### config.mk
export PLATFORM = sky130hd
export DESIGN_NAME = script_token_lexer_core
export DESIGN_NICKNAME = d
export VERILOG_FILES = /design/src/rtl/stl_pkg.sv /design/src/rtl/script_token_lexer_core.sv /design/src/rtl/stl_scan.sv /design/src/rtl/stl_queue.sv /design/src/rtl/stl_outreg.sv
export SDC_FILE = /design/constraint.sdc
export NUM_CORES = 1
export LEC_CHECK = 0
export BUFFER_PORTS_ARGS = -buffer_cell sky130_fd_sc_hd__buf_4
export CORE_MARGIN = 3
export CORE_UTILIZATION = 58
export DETAILED_ROUTE_END_ITERATION = 7
export GPL_TIMING_DRIVEN = 0
export PLACE_DENSITY = 0.75
export SETUP_SLACK_MARGIN = 0.5
export SYNTH_ARGS = -nofsm -noshare
export SYNTH_HDL_FRONTEND = slang
export SYNTH_HIERARCHICAL = 1
export SYNTH_SLANG_ARGS = --single-unit
### constraint.sdc
create_clock -name clk -period 15.48 [get_ports clk]
set_input_delay 2.322 -clock clk [delete_from_list [all_inputs] [get_ports clk]]
set_output_delay 2.322 -clock clk [all_outputs]
set_load 0.03 [all_outputs]
### src/rtl/stl_pkg.sv
// ----------------------------------------------------------------------------
// stl_pkg
// shared token kinds, character codes, keyword table and classify helpers
// ----------------------------------------------------------------------------
package stl_pkg;

  localparam int KEYWORD_CHARS_DEF = 8;
  localparam int OFFSET_BITS_DEF   = 24;
  localparam int COUNT_BITS_DEF    = 16;

  localparam int TOK_KIND_W  = 6;
  localparam int QUEUE_DEPTH = 4;
  localparam int KW_COUNT    = 11;
  localparam int KW_MAX_LEN  = 8;

  typedef enum logic [TOK_KIND_W-1:0] {
    K_IDENT = 6'd0, K_ASSIGN = 6'd1, K_INT = 6'd2, K_FLOAT = 6'd3, K_STRING = 6'd4,
    K_PLUS = 6'd5, K_MINUS = 6'd6, K_DIVIDE = 6'd7, K_MULTIPLY = 6'd8,
    K_MODULO = 6'd9, K_BANG = 6'd10, K_AND = 6'd11, K_OR = 6'd12,
    K_INCREMENT = 6'd13, K_DECREMENT = 6'd14, K_LT = 6'd15, K_GT = 6'd16,
    K_NE = 6'd17, K_EQ = 6'd18, K_LT_EQ = 6'd19, K_GT_EQ = 6'd20,
    K_COMMA = 6'd21, K_SEMICOLON = 6'd22, K_COMMENT = 6'd23, K_LPAREN = 6'd24,
    K_RPAREN = 6'd25, K_LBRACE = 6'd26, K_RBRACE = 6'd27, K_LBRACKET = 6'd28,
    K_RBRACKET = 6'd29, K_VAR = 6'd30, K_IF = 6'd31, K_ELSE = 6'd32,
    K_LOOP = 6'd33, K_FUNC = 6'd34, K_RETURN = 6'd35, K_BREAK = 6'd36,
    K_CONTINUE = 6'd37, K_TRUE = 6'd38, K_FALSE = 6'd39, K_STDIN = 6'd40,
    K_ILLEGAL = 6'd41, K_ERROR = 6'd42, K_EOF = 6'd43
  } tok_kind_t;

  localparam logic [7:0] CH_NUL   = 8'h00;
  localparam logic [7:0] CH_TAB   = 8'h09;
  localparam logic [7:0] CH_LF    = 8'h0a;
  localparam logic [7:0] CH_CR    = 8'h0d;
  localparam logic [7:0] CH_SPACE = 8'h20;
  localparam logic [7:0] CH_QUOTE = 8'h22;
  localparam logic [7:0] CH_HASH  = 8'h23;
  localparam logic [7:0] CH_DOT   = 8'h2e;

  // keyword text right-aligned, first char in the highest used byte
  localparam logic [63:0] KW_TEXT [KW_COUNT] = '{
    "break", "continue", "else", "false", "func", "if",
    "loop", "return", "stdin", "true", "var"
  };
  localparam logic [3:0] KW_LEN [KW_COUNT] = '{
    4'd5, 4'd8, 4'd4, 4'd5, 4'd4, 4'd2, 4'd4, 4'd6, 4'd5, 4'd4, 4'd3
  };
  localparam tok_kind_t KW_KIND [KW_COUNT] = '{
    K_BREAK, K_CONTINUE, K_ELSE, K_FALSE, K_FUNC, K_IF,
    K_LOOP, K_RETURN, K_STDIN, K_TRUE, K_VAR
  };

  typedef struct packed {
    logic       is_op;
    logic [7:0] partner;
    tok_kind_t  dbl;
    tok_kind_t  sgl;
  } oper_info_t;

  typedef struct packed {
    logic push0;
    logic push1;
  } q_push_t;

  function automatic logic is_letter(input logic [7:0] c);
    return (c >= "a" && c <= "z") || (c >= "A" && c <= "Z") || c == "_";
  endfunction

  function automatic logic is_numeral(input logic [7:0] c);
    return c >= "0" && c <= "9";
  endfunction

  function automatic oper_info_t oper_info(input logic [7:0] c);
    oper_info_t r;
    r = '{is_op: 1'b1, partner: "=", dbl: K_ILLEGAL, sgl: K_ILLEGAL};
    unique case (c)
      "=":     begin r.dbl = K_EQ;        r.sgl = K_ASSIGN; end
      "+":     begin r.partner = "+"; r.dbl = K_INCREMENT; r.sgl = K_PLUS; end
      "-":     begin r.partner = "-"; r.dbl = K_DECREMENT; r.sgl = K_MINUS; end
      "!":     begin r.dbl = K_NE;        r.sgl = K_BANG; end
      "&":     begin r.partner = "&"; r.dbl = K_AND; end
      "|":     begin r.partner = "|"; r.dbl = K_OR; end
      "<":     begin r.dbl = K_LT_EQ;     r.sgl = K_LT; end
      ">":     begin r.dbl = K_GT_EQ;     r.sgl = K_GT; end
      default: r.is_op = 1'b0;
    endcase
    return r;
  endfunction

  function automatic tok_kind_t single_kind(input logic [7:0] c);
    tok_kind_t k;
    unique case (c)
      "/":     k = K_DIVIDE;
      "*":     k = K_MULTIPLY;
      "%":     k = K_MODULO;
      ",":     k = K_COMMA;
      ";":     k = K_SEMICOLON;
      "(":     k = K_LPAREN;
      ")":     k = K_RPAREN;
      "{":     k = K_LBRACE;
      "}":     k = K_RBRACE;
      "[":     k = K_LBRACKET;
      "]":     k = K_RBRACKET;
      default: k = K_ILLEGAL;
    endcase
    return k;
  endfunction

  // txt holds the first eight identifier bytes, first byte in the top byte
  function automatic tok_kind_t kw_lookup(input logic [63:0] txt, input logic [3:0] len);
    tok_kind_t k;
    logic [63:0] mask;
    logic [63:0] key;
    k = K_IDENT;
    for (int i = 0; i < KW_COUNT; i++) begin
      mask = {64{1'b1}} << (8 * (KW_MAX_LEN - int'(KW_LEN[i])));
      key  = KW_TEXT[i] << (8 * (KW_MAX_LEN - int'(KW_LEN[i])));
      if (len == KW_LEN[i] && (txt & mask) == key) k = KW_KIND[i];
    end
    return k;
  endfunction

endpackage

### src/rtl/script_token_lexer_core.sv
// ----------------------------------------------------------------------------
// script_token_lexer_core
// streaming lexer: script bytes in, token words out
// ----------------------------------------------------------------------------
// One script byte is taken per clock while in_tready is high. The scanner
// finishes its work on a byte in the cycle it is accepted and writes the
// zero, one or two token words that byte completes into a four-word queue;
// the output register takes one word per cycle from that queue unless the
// output stalls. A word passes through the queue and then the output
// register before it shows on the output. in_tready drops only while the
// queue lacks room for two words, so the byte rate is one per cycle as long
// as the bytes average at most one token word each; the single output
// register is what bounds the rate at one word per cycle. A zero byte
// flushes the open token, emits an eof word and returns the scanner to its
// reset state. There is no clearing pass after reset.
module script_token_lexer_core import stl_pkg::*; #(
  parameter int KEYWORD_CHARS = KEYWORD_CHARS_DEF,
  parameter int OFFSET_BITS   = OFFSET_BITS_DEF,
  parameter int COUNT_BITS    = COUNT_BITS_DEF
) (
  input  logic clk,
  input  logic rst_n,
  input  logic       in_tvalid,
  output logic       in_tready,
  input  logic [7:0] in_tdata,   // ch
  output logic out_tvalid,
  input  logic out_tready,
  // token_kind, start_offset, token_length, line_number, column, zero fill
  output logic [((TOK_KIND_W + OFFSET_BITS + 3 * COUNT_BITS + 7) / 8) * 8 - 1:0] out_tdata,
  output logic out_tlast
);

  localparam int TOK_W  = TOK_KIND_W + OFFSET_BITS + 3 * COUNT_BITS + 1;
  localparam int DATA_W = ((TOK_W - 1 + 7) / 8) * 8;

  logic             acc;
  q_push_t          push;
  logic [TOK_W-1:0] tok0, tok1;
  logic             q_room, q_valid, q_pop;
  logic [TOK_W-1:0] q_data;

  assign in_tready = q_room;
  assign acc       = in_tvalid && q_room;

  stl_scan #(
    .KEYWORD_CHARS (KEYWORD_CHARS),
    .OFFSET_BITS   (OFFSET_BITS),
    .COUNT_BITS    (COUNT_BITS),
    .TOK_W         (TOK_W)
  ) u_scan (
    .clk   (clk),
    .rst_n (rst_n),
    .acc   (acc),
    .ch    (in_tdata),
    .push  (push),
    .tok0  (tok0),
    .tok1  (tok1)
  );

  stl_queue #(
    .TOK_W (TOK_W)
  ) u_queue (
    .clk      (clk),
    .rst_n    (rst_n),
    .push     (push),
    .wr0      (tok0),
    .wr1      (tok1),
    .room     (q_room),
    .rd_valid (q_valid),
    .rd_data  (q_data),
    .pop      (q_pop)
  );

  stl_outreg #(
    .TOK_W  (TOK_W),
    .DATA_W (DATA_W)
  ) u_outreg (
    .clk        (clk),
    .rst_n      (rst_n),
    .q_valid    (q_valid),
    .q_data     (q_data),
    .q_pop      (q_pop),
    .out_tvalid (out_tvalid),
    .out_tready (out_tready),
    .out_tdata  (out_tdata),
    .out_tlast  (out_tlast)
  );

endmodule

### src/rtl/stl_scan.sv
// ----------------------------------------------------------------------------
// stl_scan
// front end: takes one byte a cycle when acc is high, runs the scanner and emits up to two tokens
// ----------------------------------------------------------------------------
module stl_scan import stl_pkg::*; #(
  parameter int KEYWORD_CHARS = KEYWORD_CHARS_DEF,
  parameter int OFFSET_BITS   = OFFSET_BITS_DEF,
  parameter int COUNT_BITS    = COUNT_BITS_DEF,
  parameter int TOK_W         = TOK_KIND_W + OFFSET_BITS + 3 * COUNT_BITS + 1
) (
  input  logic             clk,
  input  logic             rst_n,
  input  logic             acc,
  input  logic [7:0]       ch,
  output q_push_t          push,
  output logic [TOK_W-1:0] tok0,
  output logic [TOK_W-1:0] tok1
);

  localparam int KW_AW = $clog2(KEYWORD_CHARS);

  typedef enum logic [2:0] {
    M_IDLE, M_COMMENT, M_IDENT, M_NUMBER, M_STRING, M_OPER
  } mode_t;

  mode_t                  mode_r, mode_nxt;
  logic [7:0]             pend_r, pend_nxt;
  logic                   flt_r, flt_nxt;
  logic [OFFSET_BITS-1:0] begin_r, begin_nxt;
  logic [COUNT_BITS-1:0]  cnt_r, cnt_nxt;
  logic [COUNT_BITS-1:0]  line_r, line_nxt;
  logic [COUNT_BITS-1:0]  col_r, col_nxt;
  logic [OFFSET_BITS-1:0] pos_r, pos_nxt;
  logic [7:0]             kw_r [KEYWORD_CHARS];

  logic                   kw_we;
  logic [KW_AW-1:0]       kw_wa;
  logic [63:0]            kw_txt;
  logic [3:0]             kw_len;
  tok_kind_t              id_kind;
  oper_info_t             op_pend;
  oper_info_t             op_in;

  logic [OFFSET_BITS-1:0] pos_c;
  logic [COUNT_BITS-1:0]  col_c, cnt_c;
  logic                   idle_go;

  logic                   a_v, b_v;
  tok_kind_t              a_kind, b_kind;
  logic [OFFSET_BITS-1:0] a_start, b_start;
  logic [COUNT_BITS-1:0]  a_len, b_len, a_line, b_line, a_col, b_col;
  logic [TOK_W-1:0]       tok_a, tok_b;

  function automatic logic [COUNT_BITS-1:0] sat_inc(input logic [COUNT_BITS-1:0] v);
    return (v == {COUNT_BITS{1'b1}}) ? v : v + 1'b1;
  endfunction

  always_comb begin
    for (int i = 0; i < KW_MAX_LEN; i++) kw_txt[63 - 8 * i -: 8] = kw_r[i];
  end

  assign kw_len  = (cnt_r <= COUNT_BITS'(KW_MAX_LEN)) ? cnt_r[3:0] : 4'd0;
  assign id_kind = kw_lookup(kw_txt, kw_len);
  assign op_pend = oper_info(pend_r);
  assign op_in   = oper_info(ch);

  assign pos_c = pos_r + 1'b1;
  assign col_c = sat_inc(col_r);
  assign cnt_c = sat_inc(cnt_r);

  always_comb begin
    mode_nxt  = mode_r;
    pend_nxt  = pend_r;
    flt_nxt   = flt_r;
    begin_nxt = begin_r;
    cnt_nxt   = cnt_r;
    line_nxt  = line_r;
    col_nxt   = col_r;
    pos_nxt   = pos_r;
    kw_we     = 1'b0;
    kw_wa     = cnt_r[KW_AW-1:0];
    idle_go   = 1'b0;
    a_v = 1'b0; a_kind = K_IDENT; a_start = begin_r; a_len = cnt_r;
    a_line = line_r; a_col = col_r;
    b_v = 1'b0; b_kind = K_EOF; b_start = pos_r; b_len = '0;
    b_line = line_r; b_col = col_r;

    unique case (mode_r)
      M_COMMENT: begin
        if (ch != CH_LF && ch != CH_NUL) begin
          pos_nxt = pos_c; col_nxt = col_c; cnt_nxt = cnt_c;
        end else begin
          mode_nxt = M_IDLE; idle_go = 1'b1;
        end
      end
      M_IDENT: begin
        if (is_letter(ch) || is_numeral(ch)) begin
          kw_we   = (cnt_r < COUNT_BITS'(KEYWORD_CHARS));
          pos_nxt = pos_c; col_nxt = col_c; cnt_nxt = cnt_c;
        end else begin
          a_v = 1'b1; a_kind = id_kind;
          mode_nxt = M_IDLE; idle_go = 1'b1;
        end
      end
      M_NUMBER: begin
        if (is_numeral(ch) || ch == CH_DOT) begin
          if (ch == CH_DOT) flt_nxt = 1'b1;
          pos_nxt = pos_c; col_nxt = col_c; cnt_nxt = cnt_c;
        end else begin
          a_v = 1'b1; a_kind = flt_r ? K_FLOAT : K_INT;
          mode_nxt = M_IDLE; idle_go = 1'b1;
        end
      end
      M_STRING: begin
        if (ch == CH_NUL) begin
          a_v = 1'b1; a_kind = K_ERROR;
          mode_nxt = M_IDLE; idle_go = 1'b1;
        end else begin
          // a newline inside a string bumps the line but keeps the column
          if (ch == CH_LF) line_nxt = sat_inc(line_r);
          pos_nxt = pos_c; col_nxt = col_c; cnt_nxt = cnt_c;
          if (ch == CH_QUOTE) begin
            mode_nxt = M_IDLE;
            a_v = 1'b1; a_kind = K_STRING; a_len = cnt_c; a_col = col_c;
            a_line = line_r;
          end
        end
      end
      M_OPER: begin
        if (ch != CH_NUL && op_pend.is_op && ch == op_pend.partner) begin
          pos_nxt = pos_c; col_nxt = col_c; cnt_nxt = cnt_c;
          mode_nxt = M_IDLE;
          a_v = 1'b1; a_kind = op_pend.dbl; a_len = cnt_c; a_col = col_c;
        end else begin
          a_v = 1'b1; a_kind = op_pend.sgl;
          mode_nxt = M_IDLE; idle_go = 1'b1;
        end
      end
      M_IDLE: idle_go = 1'b1;
      default: idle_go = 1'b1;
    endcase

    if (idle_go) begin
      if (ch == CH_NUL) begin
        // end of script: eof word, then back to the reset state
        b_v = 1'b1;
        mode_nxt = M_IDLE; pend_nxt = '0; flt_nxt = 1'b0; begin_nxt = '0;
        cnt_nxt = '0; line_nxt = COUNT_BITS'(1); col_nxt = '0; pos_nxt = '0;
      end else if (ch == CH_SPACE || ch == CH_TAB || ch == CH_CR) begin
        pos_nxt = pos_c; col_nxt = col_c; cnt_nxt = cnt_c;
      end else if (ch == CH_LF) begin
        pos_nxt = pos_c; cnt_nxt = cnt_c;
        line_nxt = sat_inc(line_r); col_nxt = '0;
      end else if (ch == CH_HASH) begin
        pos_nxt = pos_c; col_nxt = col_c; cnt_nxt = cnt_c;
        mode_nxt = M_COMMENT;
      end else begin
        begin_nxt = pos_r;
        cnt_nxt   = COUNT_BITS'(1);
        pos_nxt   = pos_c;
        col_nxt   = col_c;
        if (is_letter(ch)) begin
          kw_we = 1'b1; kw_wa = '0;
          mode_nxt = M_IDENT;
        end else if (is_numeral(ch)) begin
          flt_nxt = 1'b0; mode_nxt = M_NUMBER;
        end else if (ch == CH_QUOTE) begin
          mode_nxt = M_STRING;
        end else if (op_in.is_op) begin
          pend_nxt = ch; mode_nxt = M_OPER;
        end else begin
          b_v = 1'b1; b_kind = single_kind(ch); b_start = pos_r;
          b_len = COUNT_BITS'(1); b_col = col_c;
        end
      end
    end
  end

  assign tok_a = {~b_v, a_col, a_line, a_len, a_start, a_kind};
  assign tok_b = {1'b1, b_col, b_line, b_len, b_start, b_kind};

  assign tok0       = a_v ? tok_a : tok_b;
  assign tok1       = tok_b;
  assign push.push0 = acc && (a_v || b_v);
  assign push.push1 = acc && a_v && b_v;

  always_ff @(posedge clk) begin
    if (!rst_n) begin
      mode_r  <= M_IDLE;
      pend_r  <= '0;
      flt_r   <= 1'b0;
      begin_r <= '0;
      cnt_r   <= '0;
      line_r  <= COUNT_BITS'(1);
      col_r   <= '0;
      pos_r   <= '0;
    end else if (acc) begin
      mode_r  <= mode_nxt;
      pend_r  <= pend_nxt;
      flt_r   <= flt_nxt;
      begin_r <= begin_nxt;
      cnt_r   <= cnt_nxt;
      line_r  <= line_nxt;
      col_r   <= col_nxt;
      pos_r   <= pos_nxt;
    end
  end

  always_ff @(posedge clk) begin
    if (acc && kw_we) kw_r[kw_wa] <= ch;
  end

endmodule

### src/rtl/stl_queue.sv
// ----------------------------------------------------------------------------
// stl_queue
// small token queue: up to two words in per cycle, one word out
// ----------------------------------------------------------------------------
module stl_queue import stl_pkg::*; #(
  parameter int TOK_W = TOK_KIND_W + OFFSET_BITS_DEF + 3 * COUNT_BITS_DEF + 1
) (
  input  logic             clk,
  input  logic             rst_n,
  input  q_push_t          push,
  input  logic [TOK_W-1:0] wr0,
  input  logic [TOK_W-1:0] wr1,
  output logic             room,
  output logic             rd_valid,
  output logic [TOK_W-1:0] rd_data,
  input  logic             pop
);

  localparam int PW = $clog2(QUEUE_DEPTH);
  localparam int CW = $clog2(QUEUE_DEPTH + 1);

  logic [TOK_W-1:0] mem_r [QUEUE_DEPTH];
  logic [PW-1:0]    wp_r, wp_nxt, rp_r, rp_nxt;
  logic [CW-1:0]    cnt_r, cnt_nxt;

  // room for the two words a single byte may produce
  assign room     = (cnt_r <= CW'(QUEUE_DEPTH - 2));
  assign rd_valid = (cnt_r != '0);
  assign rd_data  = mem_r[rp_r];

  always_comb begin
    wp_nxt  = wp_r + PW'(push.push0) + PW'(push.push1);
    rp_nxt  = rp_r + PW'(pop);
    cnt_nxt = cnt_r + CW'(push.push0) + CW'(push.push1) - CW'(pop);
  end

  always_ff @(posedge clk) begin
    if (!rst_n) begin
      wp_r  <= '0;
      rp_r  <= '0;
      cnt_r <= '0;
    end else begin
      wp_r  <= wp_nxt;
      rp_r  <= rp_nxt;
      cnt_r <= cnt_nxt;
    end
  end

  always_ff @(posedge clk) begin
    if (push.push0) mem_r[wp_r] <= wr0;
    if (push.push1) mem_r[wp_r + 1'b1] <= wr1;
  end

endmodule

### src/rtl/stl_outreg.sv
// ----------------------------------------------------------------------------
// stl_outreg
// back end: output register that drains the queue onto the result stream
// ----------------------------------------------------------------------------
module stl_outreg import stl_pkg::*; #(
  parameter int TOK_W  = TOK_KIND_W + OFFSET_BITS_DEF + 3 * COUNT_BITS_DEF + 1,
  parameter int DATA_W = ((TOK_W - 1 + 7) / 8) * 8
) (
  input  logic              clk,
  input  logic              rst_n,
  input  logic              q_valid,
  input  logic [TOK_W-1:0]  q_data,
  output logic              q_pop,
  output logic              out_tvalid,
  input  logic              out_tready,
  output logic [DATA_W-1:0] out_tdata,
  output logic              out_tlast
);

  logic             valid_r;
  logic [TOK_W-1:0] data_r;

  assign q_pop      = q_valid && (!valid_r || out_tready);
  assign out_tvalid = valid_r;
  assign out_tdata  = DATA_W'(data_r[TOK_W-2:0]);
  assign out_tlast  = data_r[TOK_W-1];

  always_ff @(posedge clk) begin
    if (!rst_n) begin
      valid_r <= 1'b0;
    end else if (q_pop) begin
      valid_r <= 1'b1;
    end else if (out_tready) begin
      valid_r <= 1'b0;
    end
  end

  always_ff @(posedge clk) begin
    if (q_pop) data_r <= q_data;
  end

endmodule

### Word-level counts from Yosys, hierarchy flattened

Memories as Yosys holds them, arrays and structs flattened. A register that Yosys moved wholly into a read port is not among the register bits.
Index checks and enable logic that the tools add are counted.
W data, S select, Z words.

* register bits: 116
* RAM bits: 380
* output and inout port bits: 83
* memories kept: 2

* add/sub/neg operators: 11
* $lt $le $gt $ge: 9
* equal/unequal tests: 73
* muxes and demuxes: 175
* bitwise gates (word level): 1
* reduce and logical (&&, ||, !) cells: 44

Memories
* u_queue.mem_r: words 4, bits a word 79, read ports 1, clocked after Yosys merged registers in 1, write ports 2, line stl_queue.sv:22 `logic [TOK_W-1:0] mem_r [QUEUE_DEPTH];`
* u_scan.kw_r: words 8, bits a word 8, read ports 8, clocked after Yosys merged registers in 0, write ports 1, line stl_scan.sv:34 `logic [7:0] kw_r [KEYWORD_CHARS];`

Operators by type and width (number)
* $mux W16: 50
* $mux W24: 11
* $eq A8 B6 Y1 const B: 25
* $pmux W16 S5: 2
* $mux W6: 24
* $eq A32 B31 Y1 const B: 4
* $eq A40 B39 Y1 const B: 3
* $pmux W24 S5: 1
* $mux W79: 1
* $pmux W6 S11: 1
* $eq A64 B63 Y1 const B: 1
* $mux W8: 8
* $pmux W16 S2: 2
* $mux W3: 21
* $eq A8 B7 Y1 const B: 7
* $add A16 B1 Y16 const B: 3
* $eq A16 B16 Y1 const B: 3
* $eq A48 B47 Y1 const B: 1
* $pmux W6 S8: 1
* $mux W1: 46
* $pmux W6 S6: 1
* $pmux W7 S4: 1
* $add A24 B1 Y24 const B: 1
* $eq A24 B23 Y1 const B: 1
* 44 further kinds: 94

### Depth between registers and ports, before layout

Gate-level depths: netlist of the first run.

* depth in word-level cells: 18
* depth in mapped cells: 17
* gate-level depth less buffers: 15

### Cells and area by module

The synthesis of the first run kept the hierarchy.

Modules (own cells, without submodules)
* stl_queue: instances 1, cells each 805, area each 15518.6 sq um, seq. area each 9629.2 sq um
* stl_scan: instances 1, cells each 1389, area each 10925.5 sq um, seq. area each 4083.9 sq um
* stl_outreg: instances 1, cells each 86, area each 2438.6 sq um, seq. area each 2392.3 sq um
* script_token_lexer_core: instances 1, cells each 1, area each 6.3 sq um, seq. area each 0.0 sq um

### Worst setup path after synthesis of the first run

OpenSTA, ideal clock, no wires.

* path kind: in2reg
* start: input port in_tdata[4]
* end: memory u_queue/mem_r[0][0] in the netlist's numbering, enable pin
* setup time: 0.633 ns
* data arrival time: 10.408 ns
* data required time: 14.847 ns
* setup slack: 4.439 ns
* stages on the path: 11
* buffers on the path: 1
* cells stage by stage: or4_1 or4_4 a211oi_2 a2111o_2 a21oi_4 buf_2 nor3_1 nor2_1 nor2_1 inv_1 o31ai_1

RTL lines
* from (decl): line script_token_lexer_core.sv:25 `input logic [7:0] in_tdata,`
* to (decl): line stl_queue.sv:22

==> metrics.md, run 1 <==
| Metric | Value |
|---|---|
| Slew headroom | `17.6%` |
| Die area | `52500 µm²` |
| ANT cells | `0` |
| Post-place instance area | `30800 µm²` |
| Filler Cells Inserted | `3644` |
| Crit path DAT | `9430 ps` |
| Synth top cells by count | `459 x edfxtp_1, 308 x mux2_2, 197 x nand2_1, 135 x nand3_1` |
| Post-CTS Resized | `0` |
| First-pass GRT wire length | `118 mm` |
| Yosys cell types | `93` |
| Most common cell on crit path | `buf_8` |
| # nets final | `2488` |
| Setup crit start kind | `input pin` |
| Die H | `229 µm` |
| Hold Fails Final Rpt | `0` |
| Sw Ratio | `30.9%` |
| Fin crit share | `58.9%` |
| P&R area growth vs syn | `13.1%` |
| Worst vdd ir | `0.105 mV` |
| Final cell count without fillers | `3179` |
| Max H-tree Level | `2` |
| Most frequent cell after synthesis | `edfxtp_1` |
| Fraction of layout cells with a size suffix above 1 | `28.1%` |
| Critical R2R Launch | `u_scan/mode_r[1]` |
| Crit. End Element | `flop` |
| Final setup fails | `0` |
| Post-route cell area | `32700 µm²` |
| Via count | `20200` |
| Mapped cell area | `28900 µm²` |
| Num ports | `95` |
| Placeable Area | `49100 µm²` |
| Dpl cells | `3068` |
| DRT Pass-1 Iters | `6` |
| RSZ-0062 raised after global routing | `false` |
| Largest net degree at the start of global routing | `54` |
| Register area share after synthesis | `55.7%` |
| DRC viols | `0` |
| Cell family with most CP delay | `simple AND/OR/NAND/NOR gates` |
| Port Buffer Count | `92` |
| 1st-iter DRT viols | `1998` |
| Clk slew on worst S/H paths | `60 ps` |
| #FFs+latches synth | `575` |
| Num rows | `81` |
| Synth area leader | `edfxtp_1` |
| Combinational Power Share | `26.7%` |
| Critical path class | `input pin to flop` |
| Starting Density | `58.9%` |
| Antenna violations before repair | `0` |
| Post-DP HPWL | `53.3 mm` |
| Vias in the first global route | `20000` |
| WL per Instance | `24.1 µm` |
| Leakage power | `11.7 nW` |
| CTS hold repair buffers | `0` |
| Slowest cell on crit path | `nor4b_1` |
| Buffers & Inverters on Critical Path | `9` |
| Post-route ant nets | `0` |
| Crit. Startpoint | `in_tdata[6]` |
| CTS tree | `yes` |
| Clock power share | `29.7%` |
| RePlAce Congestion | `0.973` |
| Synth warnings | `6` |
| Final Max Tran Viols | `0` |
| Outcome | `completed` |
| Sequential Power Share | `43.6%` |
| CP required | `15800 ps` |
| Syn_area_per_cell | `12.7 µm²` |
| Min cycle time layout | `9120 ps` |
| Vias per inst | `6.35` |
| Slowest stage delay, CP | `900 ps` |
| DIE WIDTH | `229 µm` |
| P_int | `0.00317 W` |
| Fin Clk Skew | `12.6 ps` |
| Fraction of registers with async set/reset | `0%` |
| Max Fclk | `0.110 GHz` |
| CTS buffer count | `59` |
| Area contributors post-synth | `edfxtp_1 48%, mux2_2 12%, dfxtp_1 8.0%` |
| Max clock buf depth | `3` |
| Power Density | `140 nW/µm²` |
| Hold Crit Start | `u_scan/a_start[15]` |
| Setup TNS | `0 ps` |
| GRT Util Overall | `28.9%` |
| Max Cap Violations | `0` |
| Total power | `0.00458 W` |
| Post-Route Utilization | `66.6%` |
| Setup repair bufs after CTS | `0` |
| CP Cell Sequence | `buf_4, clkbuf_1, nor4b_1, nand3_1, nand2_1, nor2_1, o21ai_1, clkbuf_1, nand2_1, nor2_1, nand3_1, buf_2, o31ai_4, buf_8, buf_8, buf_8, buf_16, buf_8` |
| Detailed-route wire length | `76.5 mm` |
| Psw | `0.00141 W` |
| R2R setup slack | `8850 ps` |
| Max FO, Critical Path | `15` |
| Syn Inst Count | `2281` |
| CTS Root Cell | `clkbuf_16` |
| Clock Sinks | `575` |
| Worst Hold Class | `flop to flop` |
| Worst skew pair latency | `620 ps` |
| Overflow after GRT | `0` |
| Top cell type's share of synthesized area | `47.7%` |
| Worst-margin pin slew | `1220 ps` |
| Synth Flop Type | `edfxtp_1` |
| Number of synthesized flops with an enable pin | `459` |
[worst register-to-register path: stages (launching register included)]
cell	delay (ps)
dfxtp_1	310
clkbuf_1	360
nor3b_1	410
o211a_1	390
nor2_1	110
o21ai_1	570
clkbuf_1	580
nand2_1	370
nor2_1	690
nand3_1	840
buf_2	510
o31ai_4	240
buf_8	250
buf_8	180
buf_8	160
buf_16	160
buf_8	210
[layer usage]
layer  up-vias  track usage (%)  routed length (µm)
met2       883             47.0               36600
li1       9068                -                   -
met1     10100             39.6               31200
met4         0             11.5                3020
met3       164             4.20                5580
met5         -                0                   0
[flip-flops by register name, summed over array words and instances (netlist names)]
signal,flops
u_scan/pos_r,24
u_scan/kw_r,64
u_outreg/out_tvalid,1
u_scan/mode_r,3
u_queue/rp_r,2
u_scan/a_start,24
u_outreg/data_r,79
u_queue/wp_r,2
u_queue/mem_r,316
u_scan/flt_r,1
u_scan/cnt_r,16
u_scan/col_r,16
u_scan/pend_r,8
u_queue/cnt_r,3
u_scan/b_line,16
[logic make-up (layout without fill, tap and decap cells)]
logic type	after synthesis	count (layout)	synth area share (%)
AO/OA/AOI/OAI	282	282	6.43
other	3	18	0.0390
flip-flops	575	575	55.7
multiplexers	401	401	18.7
AND/OR/NAND/NOR	741	741	13.3
adder cells (fa/ha/maj)	12	12	0.589
buffers and inverters	217	436	3.66
XOR/XNOR	50	50	1.52
[through the flow]
stage,setup slack (ps),hold WS [ps]
after detailed placement,5940,451
after global placement,-3010,447
after floorplan,4440,437
after CTS,6570,459
after global routing,6090,495
final,6360,464
[power by group through the flow]
stage / registers, W / clock network (W) / logic (W)
6_report: 0.00200 / 0.00136 / 0.00122
2_1_floorplan: 0.00227 / 0 / 0.000532
3_5_place_dp: 0.00203 / 0 / 0.00122
3_3_place_gp: 0.00208 / 0 / 0.00115
4_1_cts: 0.00200 / 0.00138 / 0.00123
5_1_grt: 0.00201 / 0.00145 / 0.00129
[worst paths after layout]
path	end	cells after the start
min reg2reg	u_scan/a_start[15]	2
max reg2reg	u_queue/mem_r[0][12]	16
max	u_queue/mem_r[0][12]	18
min	u_scan/a_start[15]	2
[final cells by class]
class | count | area (µm²) | area share (%)
repair buffers | 108 | 1020 | 3.13
well taps | 664 | 831 | 2.54
clock buffers | 79 | 1560 | 4.78
flip-flops and latches | 575 | 16100 | 49.3
clock inverters | 32 | 279 | 0.854
multi-input cells | 1504 | 11800 | 36.2
inverters | 31 | 116 | 0.356
plain buffers | 186 | 941 | 2.88
[layout by cell type, fill, tap and decap left out, drive strengths merged, types with 7 or more instances in the layout]
master  instances
nand2         197
nand4          35
dfxtp         116
mux2          319
a21oi          77
and3           22
nor2b          22
clkinv         23
edfxtp        459
nand4b         12
a211oi         10
clkbuf        160
a31oi          13
o311ai         13
mux4           79
nand3b         10
or3            22
ha              8
inv            33
and4            7
o211ai         13
buf           213
nand3         136
xnor2          16
o21ai          85
o21a           10
nor2          121
conb           18
or4             9
nor4b           9
nor3           45
nor4bb          9
nor4           18
nor3b          13
and2           20
nand2b         15
xor2           34
o31ai           7
Note: power is estimated with default switching activity, not from simulation.
==> inputs of run 2 (changes only) <==
==> constraint.sdc (replaced) <==
create_clock -name clk -period 8.8 [get_ports clk]
set_input_delay 1.32 -clock clk [delete_from_list [all_inputs] [get_ports clk]]
set_output_delay 1.32 -clock clk [all_outputs]
set_load 0.03 [all_outputs]
==> run 2 against run 1 <==
Non-clock buffer count is 1 lower. Via count is 0.55% lower. First-iteration DRC count is 3.9% higher. Final cell count hardly changed. Core utilization is 0.16 points higher. Design area is 0.24% higher. Sequential power is 76% higher. Register-to-register slack worse by 6400 ps. Die area stayed put. Total power is 78% higher. Combinational power is 75% higher. Highest routed layer unchanged.
==> metrics.md, run 2 (synthesis gave the netlist of run 1 again) <==
| Metric | Value |
|---|---|
| Crit. End Element | `flop` |
| GRT Util Overall | `29.0% (+0.055 points)` |
| Post-CTS Resized | `0 (unchanged)` |
| Max FFs per register | `316 (unchanged)` |
| Combinational Power Share | `26.2% (-0.5 points)` |
| Post-DP HPWL | `52.7 mm (-1.1%)` |
| CP Cell Sequence | `buf_4, clkbuf_1, nor4b_1, nand3_1, nand2_1, nor2_1, o21ai_1, clkbuf_1, nand2_1, nor2_1, nand3_1, buf_2, o31ai_4, buf_8, buf_8, buf_16, buf_8` |
| Detailed-route wire length | `76.0 mm (-0.56%)` |
| Overflow after GRT | `0 (unchanged)` |
| Post-route ant nets | `0 (unchanged)` |
| Largest Register | `u_queue/mem_r` |
| Vias in the first global route | `20100 (+0.43%)` |
| Clock Sinks | `575 (unchanged)` |
| Hold Fails Final Rpt | `0 (unchanged)` |
| Setup repair bufs after CTS | `0 (unchanged)` |
| Top sig layer | `met4` |
| Commonest non-fill, non-tap cell in the layout | `edfxtp_1` |
| Setup slack after layout | `898 ps (-5470 ps)` |
| Sw Ratio | `30.8% (-0.091 points)` |
| Num rows | `81 (unchanged)` |
| Fin crit share | `89.8%` |
| Starting Density | `58.9% (unchanged)` |
| Clk slew on worst S/H paths | `60 ps (about the same)` |
| Min cycle time layout | `7900 ps` |
| RePlAce Congestion | `0.980 (+0.68%)` |
| Power Density | `249 nW/µm² (+77%)` |
| Final Max Tran Viols | `0 (unchanged)` |
| Psw | `0.00251 W (+77%)` |
| Critical path class | `input pin to flop` |
| Die H | `229 µm (unchanged)` |
| Post-place instance area | `30800 µm² (about the same)` |
| RSZ-0062 raised after global routing | `false` |
| ANT cells | `0 (unchanged)` |
| Cell family with most CP delay | `simple AND/OR/NAND/NOR gates` |
| Max FO, Critical Path | `15 (unchanged)` |
| Slowest stage delay, CP | `950 ps (+50 ps)` |
| CP required | `9120 ps (-6680 ps)` |
| Worst vdd ir | `0.168 mV (+59%)` |
| DRT Pass-1 Iters | `6 (unchanged)` |
| Worst Hold Class | `flop to flop` |
| P&R area growth vs syn | `13.4%` |
| Max clock buf depth | `3 (unchanged)` |
| CTS hold repair buffers | `0 (unchanged)` |
| Worst skew pair latency | `650 ps (+30 ps)` |
| Met1 WL | `31.5 mm (+0.98%)` |
| Max H-tree Level | `2 (unchanged)` |
| Setup crit start kind | `input pin` |
| Leakage power | `11.8 nW (+0.46%)` |
| Num ports | `95 (unchanged)` |
| Via count | `20100 (-0.55%)` |
| DIE WIDTH | `229 µm (unchanged)` |
| Sequential Power Share | `43.1% (-0.5 points)` |
| Clock power share | `30.6% (+0.9 points)` |
| Wire length on met2 | `36.8 mm (+0.39%)` |
| Crit path DAT | `8230 ps (-1200 ps)` |
| Vias per inst | `6.32 (-0.46%)` |
| Most common cell on crit path | `buf_8` |
| P_int | `0.00564 W (+78%)` |
| Slowest cell on crit path | `nor4b_1` |
| 1st-iter DRT viols | `2076 (+3.9%)` |
| Top Registers | `u_queue/mem_r x316, u_outreg/data_r x79, u_scan/kw_r x64` |
| Die area | `52500 µm² (unchanged)` |
| First-pass GRT wire length | `118 mm (about the same)` |
| Largest net degree at the start of global routing | `57 (+5.6%)` |
| Most frequent cells in the layout | `459 x edfxtp_1, 308 x mux2_2, 196 x nand2_1` |
| CTS Root Cell | `clkbuf_16` |
| CTS buffer count | `59 (unchanged)` |
| Antenna violations before repair | `1 (+1)` |
| Met3 wire length | `5.68 mm (+1.7%)` |
| Placeable Area | `49100 µm² (unchanged)` |
| Port Buffer Count | `92 (unchanged)` |
| Fraction of layout cells with a size suffix above 1 | `28.4% (+0.35 points)` |
| Buffers & Inverters on Critical Path | `8 (-1)` |
| Worst-margin pin slew | `1270 ps (+42.0 ps)` |
| Outcome | `completed` |
| Slew headroom | `14.8% (-2.8 points)` |
| Final setup fails | `0 (unchanged)` |
| WL per Instance | `23.9 µm (-0.47%)` |
| DRC viols | `0 (unchanged)` |
| CTS tree | `yes` |
| Max Fclk | `0.127 GHz` |
| Max Cap Violations | `0 (unchanged)` |
| Fin Clk Skew | `26.7 ps (+14.1 ps)` |
| # nets final | `2487 (-0.040%)` |
| Post-route cell area | `32800 µm² (+0.24%)` |
| Setup WS pre-CTS | `410 ps (-5530 ps)` |
run 2: cell count changes in the layout (fill, tap and decap cells not counted), sizes merged:
cell,previous run,this run
clkinvlp,3,1
clkinv,23,15
inv,33,35
buf,213,212
bufinv,4,3
clkbuf,160,167
run 2: power groups by stage:
stage	Clock [W]	Combinational (W)	Sequential (W)
2_1_floorplan	0	0.000937	0.00399
3_3_place_gp	0	0.00202	0.00364
3_5_place_dp	0	0.00214	0.00357
4_1_cts	0.00254	0.00215	0.00352
5_1_grt	0.00265	0.00227	0.00355
6_report	0.00250	0.00213	0.00351
run 2: routing by layer:
layer  vias up  GRT usage (%)
li1       9033              -
met1     10000           39.6
met2       877           47.9
met3       146           5.06
met4         0           8.65
met5         -              0
run 2: final cells by class:
class / instances / area [µm²]
Fill cell: 3648 / 16300
Clock inverter: 23 / 245
Inverter: 31 / 116
Timing Repair Buffer: 107 / 993
Clock buffer: 86 / 1700
Multi-Input combinational cell: 1504 / 11800
Buffer: 186 / 941
Sequential cell: 575 / 16100
Tap cell: 664 / 831
run 2: through the flow:
step	setup TNS (ps)	total power [W]	util, %	hold WS [ps]	instances
4_1_cts	0	0.00820	66.8	462	3176
2_1_floorplan	0	0.00493	-	437	2296
3_3_place_gp	-1059930	0.00565	62.1	447	3052
6_report	0	0.00814	66.8	462	3176
5_1_grt	0	0.00847	66.8	484	3176
3_5_place_dp	0	0.00571	62.8	451	3067
run 2: worst register-to-register path: cells and delay by family (launching register included):
family / cells / cell delay (ps)
simple gates: 5 / 2330
flops: 1 / 300
compound gates: 3 / 1210
buf+inv: 7 / 2210
run 2: final timing paths:
kind / cells past startpoint / slack (ps) / start / to
setup / recovery: 17 / 900 / in_tdata[6] / u_queue/mem_r[0][6]
hold / removal: 2 / 460 / u_scan/a_start[19] / u_scan/a_start[19]
setup reg to reg: 15 / 2430 / u_scan/mode_r[1] / u_queue/mem_r[0][6]
hold reg to reg: 2 / 460 / u_scan/a_start[19] / u_scan/a_start[19]
